### src/psg_pkg.sv
// shared types, constants and arithmetic helpers for the point spread gate
`timescale 1ns / 1ps

package psg_pkg;

    // window geometry
    localparam int WINDOW_DEPTH = 10;
    localparam int COORD_BITS   = 12;
    localparam int SLOT_BITS    = $clog2(WINDOW_DEPTH);
    localparam int FILL_BITS    = $clog2(WINDOW_DEPTH + 1);
    localparam int DEPTH_LOG2   = $clog2(WINDOW_DEPTH);

    // field widths
    localparam int SPREAD_BITS   = 13;
    localparam int MAX_SPREAD_RESET = 35;
    localparam int SPREAD_SAT    = (1 << SPREAD_BITS) - 1;
    localparam int IN_DATA_BITS  = ((2 * COORD_BITS + 7) / 8) * 8;
    localparam int OUT_DATA_BITS = ((2 * COORD_BITS + SPREAD_BITS + 7) / 8) * 8;

    // configuration port
    localparam int APB_ADDR_BITS  = 3;
    localparam int APB_DATA_BITS  = 32;
    localparam logic [APB_ADDR_BITS-1:0] ADDR_MAX_SPREAD = 3'd0;

    // arithmetic widths
    localparam int SUM_BITS        = COORD_BITS + DEPTH_LOG2;
    localparam int SQ_BITS         = 2 * COORD_BITS;
    localparam int ROOT_BITS       = COORD_BITS + 1;
    localparam int SQRT_PER_CYCLE  = 4;
    localparam int SQRT_CYCLES     = (ROOT_BITS + SQRT_PER_CYCLE - 1) / SQRT_PER_CYCLE;
    localparam int ROOT_PAD        = SQRT_CYCLES * SQRT_PER_CYCLE;
    localparam int RAD_BITS        = 2 * ROOT_PAD;
    localparam int REM_BITS        = ROOT_PAD + 2;
    localparam int STEP_BITS       = (SQRT_CYCLES > 1) ? $clog2(SQRT_CYCLES) : 1;
    localparam int DIST_BITS       = ROOT_BITS + DEPTH_LOG2;
    localparam int DIV_BITS        = (SUM_BITS > DIST_BITS) ? SUM_BITS : DIST_BITS;

    // divide by window depth through a reciprocal, exact for any DIV_BITS input
    localparam int RECIP_SHIFT = DIV_BITS + DEPTH_LOG2;
    localparam int RECIP       = ((1 << RECIP_SHIFT) + WINDOW_DEPTH - 1) / WINDOW_DEPTH;
    localparam int RECIP_BITS  = DIV_BITS + 1;
    localparam int PROD_BITS   = DIV_BITS + RECIP_BITS;

    typedef enum logic [2:0] {
        ST_IDLE,
        ST_SUM,
        ST_MEAN,
        ST_DIFF,
        ST_RAD,
        ST_ROOT,
        ST_DIV,
        ST_EMIT
    } psg_state_t;

    typedef struct packed {
        logic                 capture;
        logic                 store;
        logic                 store_zero;
        logic [SLOT_BITS-1:0] slot;
        logic [SLOT_BITS-1:0] idx;
        logic                 sum_clr;
        logic                 sum_en;
        logic                 mean_en;
        logic                 diff_en;
        logic                 rad_en;
        logic                 root_en;
        logic                 root_last;
        logic                 div_en;
        logic                 load_out;
        logic                 fill_res;
    } psg_cmd_t;

    typedef struct packed {
        logic out_full;
    } psg_stat_t;

    typedef struct packed {
        logic [REM_BITS-1:0] rem;
        logic [ROOT_PAD-1:0] root;
        logic [RAD_BITS-1:0] rad;
    } sqrt_t;

    function automatic logic [DIV_BITS-1:0] div_depth(input logic [DIV_BITS-1:0] v);
        logic [PROD_BITS-1:0] prod;
        prod = PROD_BITS'(v) * PROD_BITS'(RECIP);
        return DIV_BITS'(prod >> RECIP_SHIFT);
    endfunction

    // one restoring square root step: one root bit per call
    function automatic sqrt_t sqrt_step(input sqrt_t s);
        sqrt_t               r;
        logic [REM_BITS-1:0] shifted;
        logic [REM_BITS-1:0] trial;
        shifted = {s.rem[REM_BITS-3:0], s.rad[RAD_BITS-1 -: 2]};
        trial   = {s.root, 2'b01};
        r.rad   = {s.rad[RAD_BITS-3:0], 2'b00};
        if (shifted >= trial)
        begin
            r.rem  = shifted - trial;
            r.root = {s.root[ROOT_PAD-2:0], 1'b1};
        end
        else
        begin
            r.rem  = shifted;
            r.root = {s.root[ROOT_PAD-2:0], 1'b0};
        end
        return r;
    endfunction

endpackage

### src/psg_ctrl.sv
// sequencing state machine: slot and fill bookkeeping, window sweeps
`timescale 1ns / 1ps

module psg_ctrl (
    input  logic                clk,
    input  logic                rst_n,
    input  logic                in_valid,
    input  logic                in_detected,
    output logic                in_ready,
    input  psg_pkg::psg_stat_t  stat,
    output psg_pkg::psg_cmd_t   cmd
);

    localparam logic [psg_pkg::SLOT_BITS-1:0] LAST_IDX =
        psg_pkg::SLOT_BITS'(psg_pkg::WINDOW_DEPTH - 1);
    localparam logic [psg_pkg::FILL_BITS-1:0] FULL_COUNT =
        psg_pkg::FILL_BITS'(psg_pkg::WINDOW_DEPTH);
    localparam logic [psg_pkg::STEP_BITS-1:0] LAST_STEP =
        psg_pkg::STEP_BITS'(psg_pkg::SQRT_CYCLES - 1);

    psg_pkg::psg_state_t               state_reg, state_next;
    logic [psg_pkg::SLOT_BITS-1:0]     idx_reg, idx_next;
    logic [psg_pkg::SLOT_BITS-1:0]     slot_reg, slot_next;
    logic [psg_pkg::FILL_BITS-1:0]     fill_reg, fill_next;
    logic [psg_pkg::STEP_BITS-1:0]     step_reg, step_next;
    logic                              fill_res_reg, fill_res_next;
    logic                              accept;
    logic                              full;

    assign full   = (fill_reg == FULL_COUNT);
    assign accept = in_valid && in_ready;

    // next state
    always_comb
    begin
        state_next = state_reg;
        unique case (state_reg)
            psg_pkg::ST_IDLE:
            begin
                if (accept && in_detected)
                    state_next = full ? psg_pkg::ST_SUM : psg_pkg::ST_EMIT;
            end
            psg_pkg::ST_SUM:
            begin
                if (idx_reg == LAST_IDX)
                    state_next = psg_pkg::ST_MEAN;
            end
            psg_pkg::ST_MEAN: state_next = psg_pkg::ST_DIFF;
            psg_pkg::ST_DIFF: state_next = psg_pkg::ST_RAD;
            psg_pkg::ST_RAD:  state_next = psg_pkg::ST_ROOT;
            psg_pkg::ST_ROOT:
            begin
                if (step_reg == LAST_STEP)
                    state_next = (idx_reg == LAST_IDX) ? psg_pkg::ST_DIV : psg_pkg::ST_DIFF;
            end
            psg_pkg::ST_DIV:  state_next = psg_pkg::ST_EMIT;
            psg_pkg::ST_EMIT:
            begin
                if (!stat.out_full)
                    state_next = psg_pkg::ST_IDLE;
            end
            default: state_next = psg_pkg::ST_IDLE;
        endcase
    end

    // outputs and counters
    always_comb
    begin
        in_ready      = 1'b0;
        cmd           = '0;
        cmd.slot      = slot_reg;
        cmd.idx       = idx_reg;
        cmd.fill_res  = fill_res_reg;
        idx_next      = idx_reg;
        slot_next     = slot_reg;
        fill_next     = fill_reg;
        step_next     = step_reg;
        fill_res_next = fill_res_reg;
        unique case (state_reg)
            psg_pkg::ST_IDLE:
            begin
                in_ready = 1'b1;
                if (accept)
                begin
                    cmd.capture    = 1'b1;
                    cmd.store      = in_detected || full;
                    cmd.store_zero = !in_detected;
                    slot_next      = (slot_reg == LAST_IDX) ? '0 : slot_reg + 1'b1;
                    idx_next       = '0;
                    if (in_detected)
                    begin
                        fill_res_next = !full;
                        cmd.sum_clr   = full;
                        if (!full)
                            fill_next = fill_reg + 1'b1;
                    end
                end
            end
            psg_pkg::ST_SUM:
            begin
                cmd.sum_en = 1'b1;
                idx_next   = (idx_reg == LAST_IDX) ? '0 : idx_reg + 1'b1;
            end
            psg_pkg::ST_MEAN: cmd.mean_en = 1'b1;
            psg_pkg::ST_DIFF: cmd.diff_en = 1'b1;
            psg_pkg::ST_RAD:
            begin
                cmd.rad_en = 1'b1;
                step_next  = '0;
            end
            psg_pkg::ST_ROOT:
            begin
                cmd.root_en = 1'b1;
                step_next   = step_reg + 1'b1;
                if (step_reg == LAST_STEP)
                begin
                    cmd.root_last = 1'b1;
                    if (idx_reg != LAST_IDX)
                        idx_next = idx_reg + 1'b1;
                end
            end
            psg_pkg::ST_DIV:  cmd.div_en = 1'b1;
            psg_pkg::ST_EMIT: cmd.load_out = !stat.out_full;
            default: ;
        endcase
    end

    always_ff @(posedge clk or negedge rst_n)
    begin
        if (!rst_n)
        begin
            state_reg    <= psg_pkg::ST_IDLE;
            idx_reg      <= '0;
            slot_reg     <= '0;
            fill_reg     <= '0;
            step_reg     <= '0;
            fill_res_reg <= 1'b0;
        end
        else
        begin
            state_reg    <= state_next;
            idx_reg      <= idx_next;
            slot_reg     <= slot_next;
            fill_reg     <= fill_next;
            step_reg     <= step_next;
            fill_res_reg <= fill_res_next;
        end
    end

endmodule

### src/psg_datapath.sv
// window store, mean, distance square roots, spread and output register
`timescale 1ns / 1ps

module psg_datapath (
    input  logic                              clk,
    input  logic                              rst_n,
    input  psg_pkg::psg_cmd_t                 cmd,
    output psg_pkg::psg_stat_t                stat,
    input  logic [psg_pkg::COORD_BITS-1:0]    in_x,
    input  logic [psg_pkg::COORD_BITS-1:0]    in_y,
    input  logic [psg_pkg::SPREAD_BITS-1:0]   max_spread,
    output logic                              out_valid,
    input  logic                              out_ready,
    output logic [psg_pkg::COORD_BITS-1:0]    out_x,
    output logic [psg_pkg::COORD_BITS-1:0]    out_y,
    output logic                              out_accepted,
    output logic [psg_pkg::SPREAD_BITS-1:0]   out_spread
);

    logic [psg_pkg::COORD_BITS-1:0]  win_x_reg [psg_pkg::WINDOW_DEPTH];
    logic [psg_pkg::COORD_BITS-1:0]  win_y_reg [psg_pkg::WINDOW_DEPTH];
    logic [psg_pkg::COORD_BITS-1:0]  pt_x_reg, pt_y_reg;
    logic [psg_pkg::SUM_BITS-1:0]    sum_x_reg, sum_y_reg;
    logic [psg_pkg::COORD_BITS-1:0]  mean_x_reg, mean_y_reg;
    logic [psg_pkg::SQ_BITS-1:0]     sq_x_reg, sq_y_reg;
    psg_pkg::sqrt_t                  sqrt_reg, sqrt_next;
    logic [psg_pkg::DIST_BITS-1:0]   dist_reg;
    logic [psg_pkg::SPREAD_BITS-1:0] spread_reg;
    logic                            pass_reg;
    logic                            out_valid_reg;
    logic [psg_pkg::COORD_BITS-1:0]  out_x_reg, out_y_reg;
    logic                            out_acc_reg;
    logic [psg_pkg::SPREAD_BITS-1:0] out_spread_reg;

    logic [psg_pkg::COORD_BITS-1:0]  rd_x, rd_y;
    logic [psg_pkg::COORD_BITS-1:0]  dx, dy;
    logic [psg_pkg::DIV_BITS-1:0]    mean_x_q, mean_y_q, spread_q;

    assign rd_x = win_x_reg[cmd.idx];
    assign rd_y = win_y_reg[cmd.idx];

    assign dx = (mean_x_reg >= rd_x) ? mean_x_reg - rd_x : rd_x - mean_x_reg;
    assign dy = (mean_y_reg >= rd_y) ? mean_y_reg - rd_y : rd_y - mean_y_reg;

    assign mean_x_q = psg_pkg::div_depth(psg_pkg::DIV_BITS'(sum_x_reg));
    assign mean_y_q = psg_pkg::div_depth(psg_pkg::DIV_BITS'(sum_y_reg));
    assign spread_q = psg_pkg::div_depth(psg_pkg::DIV_BITS'(dist_reg));

    // several root bits per cycle
    always_comb
    begin
        sqrt_next = sqrt_reg;
        for (int k = 0; k < psg_pkg::SQRT_PER_CYCLE; k++)
            sqrt_next = psg_pkg::sqrt_step(sqrt_next);
    end

    always_ff @(posedge clk)
    begin
        if (cmd.store)
        begin
            win_x_reg[cmd.slot] <= cmd.store_zero ? '0 : in_x;
            win_y_reg[cmd.slot] <= cmd.store_zero ? '0 : in_y;
        end
        if (cmd.capture)
        begin
            pt_x_reg <= in_x;
            pt_y_reg <= in_y;
        end
        if (cmd.sum_clr)
        begin
            sum_x_reg <= '0;
            sum_y_reg <= '0;
        end
        else if (cmd.sum_en)
        begin
            sum_x_reg <= sum_x_reg + psg_pkg::SUM_BITS'(rd_x);
            sum_y_reg <= sum_y_reg + psg_pkg::SUM_BITS'(rd_y);
        end
        if (cmd.mean_en)
        begin
            mean_x_reg <= mean_x_q[psg_pkg::COORD_BITS-1:0];
            mean_y_reg <= mean_y_q[psg_pkg::COORD_BITS-1:0];
        end
        if (cmd.diff_en)
        begin
            sq_x_reg <= psg_pkg::SQ_BITS'(dx) * psg_pkg::SQ_BITS'(dx);
            sq_y_reg <= psg_pkg::SQ_BITS'(dy) * psg_pkg::SQ_BITS'(dy);
        end
        if (cmd.rad_en)
        begin
            sqrt_reg.rem  <= '0;
            sqrt_reg.root <= '0;
            sqrt_reg.rad  <= psg_pkg::RAD_BITS'(sq_x_reg) + psg_pkg::RAD_BITS'(sq_y_reg);
        end
        else if (cmd.root_en)
            sqrt_reg <= sqrt_next;
        if (cmd.mean_en)
            dist_reg <= '0;
        else if (cmd.root_last)
            dist_reg <= dist_reg + psg_pkg::DIST_BITS'(sqrt_next.root);
        if (cmd.div_en)
        begin
            pass_reg   <= (spread_q <= psg_pkg::DIV_BITS'(max_spread));
            spread_reg <= (spread_q > psg_pkg::DIV_BITS'(psg_pkg::SPREAD_SAT))
                          ? psg_pkg::SPREAD_BITS'(psg_pkg::SPREAD_SAT)
                          : spread_q[psg_pkg::SPREAD_BITS-1:0];
        end
        if (cmd.load_out)
        begin
            if (cmd.fill_res)
            begin
                out_x_reg      <= '0;
                out_y_reg      <= '0;
                out_acc_reg    <= 1'b0;
                out_spread_reg <= '0;
            end
            else
            begin
                out_x_reg      <= pass_reg ? pt_x_reg : '0;
                out_y_reg      <= pass_reg ? pt_y_reg : '0;
                out_acc_reg    <= pass_reg;
                out_spread_reg <= spread_reg;
            end
        end
    end

    always_ff @(posedge clk or negedge rst_n)
    begin
        if (!rst_n)
            out_valid_reg <= 1'b0;
        else if (cmd.load_out)
            out_valid_reg <= 1'b1;
        else if (out_ready)
            out_valid_reg <= 1'b0;
    end

    assign stat.out_full = out_valid_reg && !out_ready;
    assign out_valid     = out_valid_reg;
    assign out_x         = out_x_reg;
    assign out_y         = out_y_reg;
    assign out_accepted  = out_acc_reg;
    assign out_spread    = out_spread_reg;

endmodule

### src/point_spread_gate.sv
// top level of the point spread gate: stream channels and register port
`timescale 1ns / 1ps

// point_spread_gate
// one input transfer per frame on the s_ channel: s_tuser is the detected flag,
// s_tdata the x,y point; results leave on the m_ channel, m_tuser the accept flag
// a sliding window of ten points is kept; the write slot moves on every frame
// while filling, a detection is stored and gives a zero result marked rejected;
// a miss while filling gives nothing
// once full, a miss zeroes the current slot and gives no result;
// a detection is stored, then the mean, ten distance square roots and the
// spread are worked out in order: the sum sweep, the mean, for each of the ten
// points a diff/square/root pass, then division and output load; after a
// detection s_tready stays low until its result is loaded, so the next input
// transfer waits for it; a fill-phase detection goes straight to output load
// the square root unit resolves four root bits a cycle, one point at a time
// s_tready is high whenever the sequencer is idle, even with a result waiting
// on the m_ side; a stalled receiver only holds the sequencer in its last step
// reset clears slot, fill count, sequencer and output valid; max_spread resets to 35;
// window contents are undefined until written; max_spread must be written by the user
// over the register port only while the block is idle; the block does not enforce it

module point_spread_gate (
    input  logic                                clk,
    input  logic                                rst_n,
    // input stream
    input  logic                                s_tvalid,
    output logic                                s_tready,
    input  logic [psg_pkg::IN_DATA_BITS-1:0]    s_tdata,   // pos_x [11:0], pos_y [23:12]
    input  logic                                s_tuser,   // detected
    // result stream
    output logic                                m_tvalid,
    input  logic                                m_tready,
    output logic [psg_pkg::OUT_DATA_BITS-1:0]   m_tdata,   // out_x [11:0], out_y [23:12],
                                                           // spread [36:24], zero fill above
    output logic                                m_tuser,   // accepted
    // register port
    input  logic                                psel,
    input  logic                                penable,
    input  logic                                pwrite,
    input  logic [psg_pkg::APB_ADDR_BITS-1:0]   paddr,
    input  logic [psg_pkg::APB_DATA_BITS-1:0]   pwdata,
    output logic [psg_pkg::APB_DATA_BITS-1:0]   prdata,
    output logic                                pready
);

    psg_pkg::psg_cmd_t                cmd;
    psg_pkg::psg_stat_t               stat;
    logic [psg_pkg::SPREAD_BITS-1:0]  max_spread_reg;
    logic [psg_pkg::COORD_BITS-1:0]   out_x, out_y;
    logic [psg_pkg::SPREAD_BITS-1:0]  out_spread;
    logic                             cfg_write;

    // register port: no wait states, write at the access phase
    assign pready    = 1'b1;
    assign cfg_write = psel && penable && pwrite && pready && (paddr == psg_pkg::ADDR_MAX_SPREAD);

    always_ff @(posedge clk or negedge rst_n)
    begin
        if (!rst_n)
            max_spread_reg <= psg_pkg::SPREAD_BITS'(psg_pkg::MAX_SPREAD_RESET);
        else if (cfg_write)
            max_spread_reg <= pwdata[psg_pkg::SPREAD_BITS-1:0];
    end

    // read back, unmapped addresses read as zero
    always_comb
    begin
        prdata = '0;
        unique case (paddr)
            psg_pkg::ADDR_MAX_SPREAD: prdata = psg_pkg::APB_DATA_BITS'(max_spread_reg);
            default:                  prdata = '0;
        endcase
    end

    // sequencer
    psg_ctrl u_ctrl (
        .clk         (clk),
        .rst_n       (rst_n),
        .in_valid    (s_tvalid),
        .in_detected (s_tuser),
        .in_ready    (s_tready),
        .stat        (stat),
        .cmd         (cmd)
    );

    // arithmetic and result register
    psg_datapath u_datapath (
        .clk          (clk),
        .rst_n        (rst_n),
        .cmd          (cmd),
        .stat         (stat),
        .in_x         (s_tdata[psg_pkg::COORD_BITS-1:0]),
        .in_y         (s_tdata[2*psg_pkg::COORD_BITS-1:psg_pkg::COORD_BITS]),
        .max_spread   (max_spread_reg),
        .out_valid    (m_tvalid),
        .out_ready    (m_tready),
        .out_x        (out_x),
        .out_y        (out_y),
        .out_accepted (m_tuser),
        .out_spread   (out_spread)
    );

    // result packing, first field lowest
    assign m_tdata = psg_pkg::OUT_DATA_BITS'({out_spread, out_y, out_x});

endmodule
### config.mk
export PLATFORM = sky130hd
export DESIGN_NAME = point_spread_gate
export DESIGN_NICKNAME = d
export VERILOG_FILES = /design/src/psg_pkg.sv /design/src/psg_ctrl.sv /design/src/psg_datapath.sv /design/src/point_spread_gate.sv
export SDC_FILE = /design/constraint.sdc
export NUM_CORES = 2
export LEC_CHECK = 0
export BUFFER_PORTS_ARGS = -buffer_cell sky130_fd_sc_hd__buf_2
export CORE_AREA = 8 8 376 452
export CTS_CLUSTER_DIAMETER = 120
export CTS_CLUSTER_SIZE = 24
export DETAILED_ROUTE_END_ITERATION = 8
export DIE_AREA = 0 0 384 460
export PLACE_DENSITY_LB_ADDON = 0.15
export RECOVER_POWER = 25
export SYNTH_ARGS = -nofsm -noshare
export SYNTH_HDL_FRONTEND = slang
export SYNTH_SLANG_ARGS = --single-unit
### constraint.sdc
create_clock -name clk -period 30.5 [get_ports clk]
set_input_delay 3.05 -clock clk [delete_from_list [all_inputs] [get_ports clk]]
set_output_delay 3.05 -clock clk [all_outputs]
set_load 0.01 [all_outputs]
After elaboration in Yosys (flattened, before gate mapping) --
Memory sizes are Yosys's and may differ from the RTL's. Cells that the tools add are included.
Storage, ports and cells: flip-flop bits (word level) 293, input bits 67, output and inout port bits 76, word-level logic and storage cells 143, bits in writable memories 240, memories kept 2
Memories:
- u_datapath.win_x_reg | words 10, width 12, read ports 1, clocked after memory_dff 0, wr ports 1, line psg_datapath.sv:20 | logic [psg_pkg::COORD_BITS-1:0] win_x_reg [psg_pkg::WINDOW_DEPTH];
- u_datapath.win_y_reg | words 10, width 12, read ports 1, clocked after memory_dff 0, wr ports 1, line psg_datapath.sv:21 | logic [psg_pkg::COORD_BITS-1:0] win_y_reg [psg_pkg::WINDOW_DEPTH];
Operators by class: $add $sub $neg 16, magnitude comparators 8, bitwise gates (word level) 2, reductions and logical operators 23, multipliers 5, equal/unequal tests 18, mux-type cells 43
Operators with widths (count):
- $mux W32 | 6
- $ge A18 B18 Y1 | 4
- $sub A16 B16 Y16 | 4
- $mul A16 B16 Y31 const B | 2
- $mul A12 B12 Y24 | 2
- $mux W12 | 4
- $sub A12 B12 Y12 | 4
- $mul A17 B16 Y33 const B | 1
- $add A16 B12 Y16 | 2
- $add A24 B24 Y25 | 1
- $ge A12 B12 Y1 | 2
- $mux W3 | 8
- $pmux W3 S8 | 1
- $mux W4 | 5
- $add A17 B16 Y17 | 1
- $mux W1 | 15
- $gt A14 B13 Y1 const B | 1
- $le A14 B13 Y1 | 1
- $mux W13 | 1
- $add A4 B1 Y4 const B | 3
- $eq A3 B3 Y1 const B | 4
- $eq A4 B4 Y1 const B | 3
- $pmux W4 S3 | 1
- $reduce_and A4 Y1 | 3
- 19 further kinds | 36

Logic depth before layout (Yosys ltp) --
word-level depth 9, depth in mapped cells 63, gate-level depth less buffers 59

By module --
Synthesis repeated with hierarchy kept, for this count alone.
Unflattened totals: cells, all modules 4547, area total of the unflattened synthesis 48918.2 um^2
By module, submodules not included:
- psg_datapath | sequential area each 14198.6 um^2, cells each 4357, area an instance 46943.8 um^2, times used 1
- psg_ctrl | sequential area each 450.4 um^2, cells each 121, area an instance 1142.3 um^2, times used 1
- point_spread_gate | sequential area each 329.1 um^2, cells each 69, area an instance 832.0 um^2, times used 1

Worst setup path after synthesis --
OpenSTA, ideal clock, no wires.
path kind register -> register, start register u_datapath.sqrt_reg[32] (netlist bit), end register u_datapath.dist_reg[16] (netlist bit), setup time 0.165 ns, buffers on the path 5, required time 30.335 ns, arrival time 12.010 ns, slack 18.324 ns, stages on the path, launching flop included 63, path through dfxtp_1 > inv_1 > ha_1 > o21a_1 > o21a_1 > o21ai_0 > nand2b_1 > a221o_1 > a41oi_1 > nor2b_1 > o21a_1 > o21ai_0 > nand2b_1 > a21oi_1 > xor2_1 > o21ai_0 > ha_1 > nand4_1 > [... 27 more ...] > o41ai_4 > inv_2 > buf_6 > ha_1 > fa_1 > a21o_1 > a21oi_1 > o21bai_1 > a21oi_1 > o21bai_1 > a21oi_1 > o21bai_1 > a2111oi_0 > o31a_1 > nand2b_1 > a21oi_1 > xnor2_1 > nor2_1
RTL lines:
- start: declaration | line psg_datapath.sv:26 | psg_pkg::sqrt_t sqrt_reg, sqrt_next;
- start signal: assignment | line psg_datapath.sv:96 | sqrt_reg <= sqrt_next;
- end signal: assignment | line psg_datapath.sv:100 | dist_reg <= dist_reg + psg_pkg::DIST_BITS'(sqrt_next.root);
- end: declaration | line psg_datapath.sv:27 | logic [psg_pkg::DIST_BITS-1:0] dist_reg;

Final worst setup path --
start register u_datapath.sqrt_reg[32] (netlist bit), end register u_datapath.dist_reg[16] (netlist bit)
On the way: word-level cells in the longest chain between the ends 9
RTL lines:
- $sub A16 B16 Y16 or $ge A18 B18 Y1 (tied branches) | line psg_pkg.sv:99, psg_pkg.sv:97
- $mux W32 (*) | line psg_pkg.sv:97 | if (shifted >= trial)
- $sub A16 B16 Y16 or $ge A18 B18 Y1 (tied branches) | line psg_pkg.sv:99, psg_pkg.sv:97
- $mux W32 (*) | line psg_pkg.sv:97
- $sub A16 B16 Y16 or $ge A18 B18 Y1 (tied branches) | line psg_pkg.sv:99, psg_pkg.sv:97
- $mux W32 (*) | line psg_pkg.sv:97
- $ge A18 B18 Y1 | line psg_pkg.sv:97
- $mux W32 (*) | line psg_pkg.sv:97
- $add A17 B16 Y17 (*) | line psg_datapath.sv:100
Mark *: on every way between the ends. The rest lies on a longest branch, timed or not. A chain may end at the register's enable or synchronous reset.

==> flow_summary.yaml <==
run_status:
  status: "complete, but fails checks"
  violations: "max-capacitance violations, max-slew violations"
yosys:
  syn-mean-instance-area_um2: 10.58
  synth_cells: 4573
  synth_seq_area_share_pct: 30.94
  synthFlopType: "edfxtp_1"
  yosysWarnings: 0
  synth_top_area_share_pct: 25.93
  synth_cell_types: 85
  syn_area_um2: 48400
  synth-edff-count: 418
  ys_async_sr_fraction_pct: 6.026
  synth.largest_area_cell: "edfxtp_1"
  ys_ff_latch: 531
  ys_top_cells_by_area: "edfxtp_1 26%, ha_1 18%, fa_1 17%"
placed_design:
  routabilityCongestion: 0.8197
  portBuffers: 100
  hpwl_um: 95570
setup_path:
  critPathRequiredTime_ns: 30.98
  worst-setup-path-type: "register to register"
  arrival_ns: 14.93
  critPathLaunchType: "register"
  crit_fanout: 20
  max_stage_delay_ns: 0.78
  slowest_stage: "a2111oi_0"
  path_common_cell: "a21oi_1"
  end_kind: "register"
sta:
  finClkSkew_ns: 0.06227
  hold_violations: 0
  setup_viol_count_final: 0
  maxSlewViolCount: 267
  period_minus_slack_ns: 14.45
  rsz0062_at_grt: "no"
  max_clock_freq_mhz: 69.21
  period_share_pct: 47.37
  slew_headroom_pct: -114.4
  worstMarginPinSlew_ns: 3.216
  fin_tns_setup_ns: 0
global_routing:
  grtUsageTotal_pct: 13.65
  grt_pass1_wl_um: 191700
  grt_pass1_vias: 33550
  grt_max_degree: 66
  antenna_found_initial: 1
  gr-total-overflow: 0
detailed_routing:
  post_drt_via_cell_ratio: 4.615
  drt_wl_total_um: 120500
  drc_errors: 0
  wire_per_inst_um: 17.71
  ant_nets: 0
  drtIter0Drc: 1387
  drt_pass1_iterations: 5
  route.vias.total: 31390
cells_and_area:
  drive_gt1_share_pct: 7.129
  final_nets: 5812
  regArea_um2: 14980
  area_growth_pct: 8.207
  fillers: 16690
  final_common_cell: "inv_1"
  final_cell_mix: "783 x inv_1, 698 x ha_1, 418 x edfxtp_1, 413 x fa_1, 278 x nor2_1"
  antenna_cells: 0
  multi_input_area_um2: 30010
clock_network:
  clkSinkCount: 531
  cts_tree: "done"
  worst_skew_pair.late_latency_ns: 0.68
  cts_root_buf: "clkbuf_16"
  clk_path_buf_depth: 3
  post-cts-setup-buffers: 0
  clk_pin_slew_ns: 0.11
  cts_made_buffers: 29
  cts_hold_buf: 0
  cts_resized: 0
  h-tree-depth: 1
die:
  num_rows: 163
  dieArea_um2: 176600
  initial_utilization_pct: 29.70
  placeableCoreArea_um2: 163000
  pin_count: 143
  die_w_um: 384
  fp.dieH_um: 460
job:
  maxCapViolations: 6
min_path:
  hp-class: "register to register"
-- per-stage QoR --
stage	hold WS, ns	setup slack, ns	util, %	area (um^2)	cells
floorplan	0.4321	18.32	-	48480	4594
global placement	0.4551	16.08	31.62	51520	6748
detailed placement	0.4612	16.05	31.62	51520	6748
CTS	0.4835	16.02	32.18	52440	6802
global route	0.4981	14.96	32.14	52380	6802
finish	0.4776	16.05	32.14	52380	6802
-- metal layers --
metal,global-route usage (%),routed length [um]
met5,0,0
met2,25.38,62030
met4,3.294,3090
met1,17.10,52600
met3,1.032,2756
-- cell families after synthesis --
group | synth area share, %
AO/OA/AOI/OAI | 9.208
XOR/XNOR | 3.583
adder cells (fa/ha/maj) | 35.12
buffers and inverters | 7.401
flip-flops | 30.94
multiplexers | 4.438
other | 0.01552
AND/OR/NAND/NOR | 9.285
-- Yosys cell counts (all sizes together), types with 33 or more instances --
library cell,n
o21ai,198
nand2b,37
inv,785
nand3,44
clkbuf,102
nor2,288
and2,63
mux2,45
a21o,88
or2,33
dfxtp,81
buf,40
mux4,48
xor2,60
nand2,253
ha,698
mux2i,56
fa,413
nor2b,71
nor3,70
xnor2,138
edfxtp,418
a21oi,205
-- path summary, 6_finish.rpt --
kind                                                      start                                    to  slack (ns)  cells past startpoint
max                        u_datapath.sqrt_reg[32]$_SDFFE_PP0P_  u_datapath.dist_reg[16]$_SDFFE_PP0P_       16.05                     60
min                        u_datapath.sqrt_reg[62]$_SDFFE_PP0P_  u_datapath.sqrt_reg[62]$_SDFFE_PP0P_        0.48                      2
max reg2reg                u_datapath.sqrt_reg[32]$_SDFFE_PP0P_  u_datapath.dist_reg[16]$_SDFFE_PP0P_       16.05                     60
min reg2reg                u_datapath.sqrt_reg[62]$_SDFFE_PP0P_  u_datapath.sqrt_reg[62]$_SDFFE_PP0P_        0.48                      2
max in group asynchronous                                 rst_n         u_ctrl.idx_reg[0]$_DFFE_PN0P_       26.18                      1
min in group asynchronous                                 rst_n         max_spread_reg[4]$_DFFE_PN0P_        2.91                      1
-- critical path: cells and delay by family, from the launching register on --
kind                     cells  cell delay [ns]
AO/OA/AOI/OAI               29             6.15
AND/OR/NAND/NOR             16             3.35
adder cells (fa/ha/maj)      6             2.13
buffers and inverters        6             1.53
flip-flops                   1             0.46
multiplexers                 1             0.31
XOR/XNOR                     2             0.29
-- final cells by class --
class,count,area share [%]
clock buffer,45,1.500
clock inverter,9,0.2532
inverter,785,5.626
multi-input combinational,3136,57.31
sequential,531,28.61
tap,2145,5.124
timing repair buffer,151,1.581
Power is left out: the tool's default activity adds up to more than one toggle a clock period on the data nets, which glitch-free logic cannot reach.
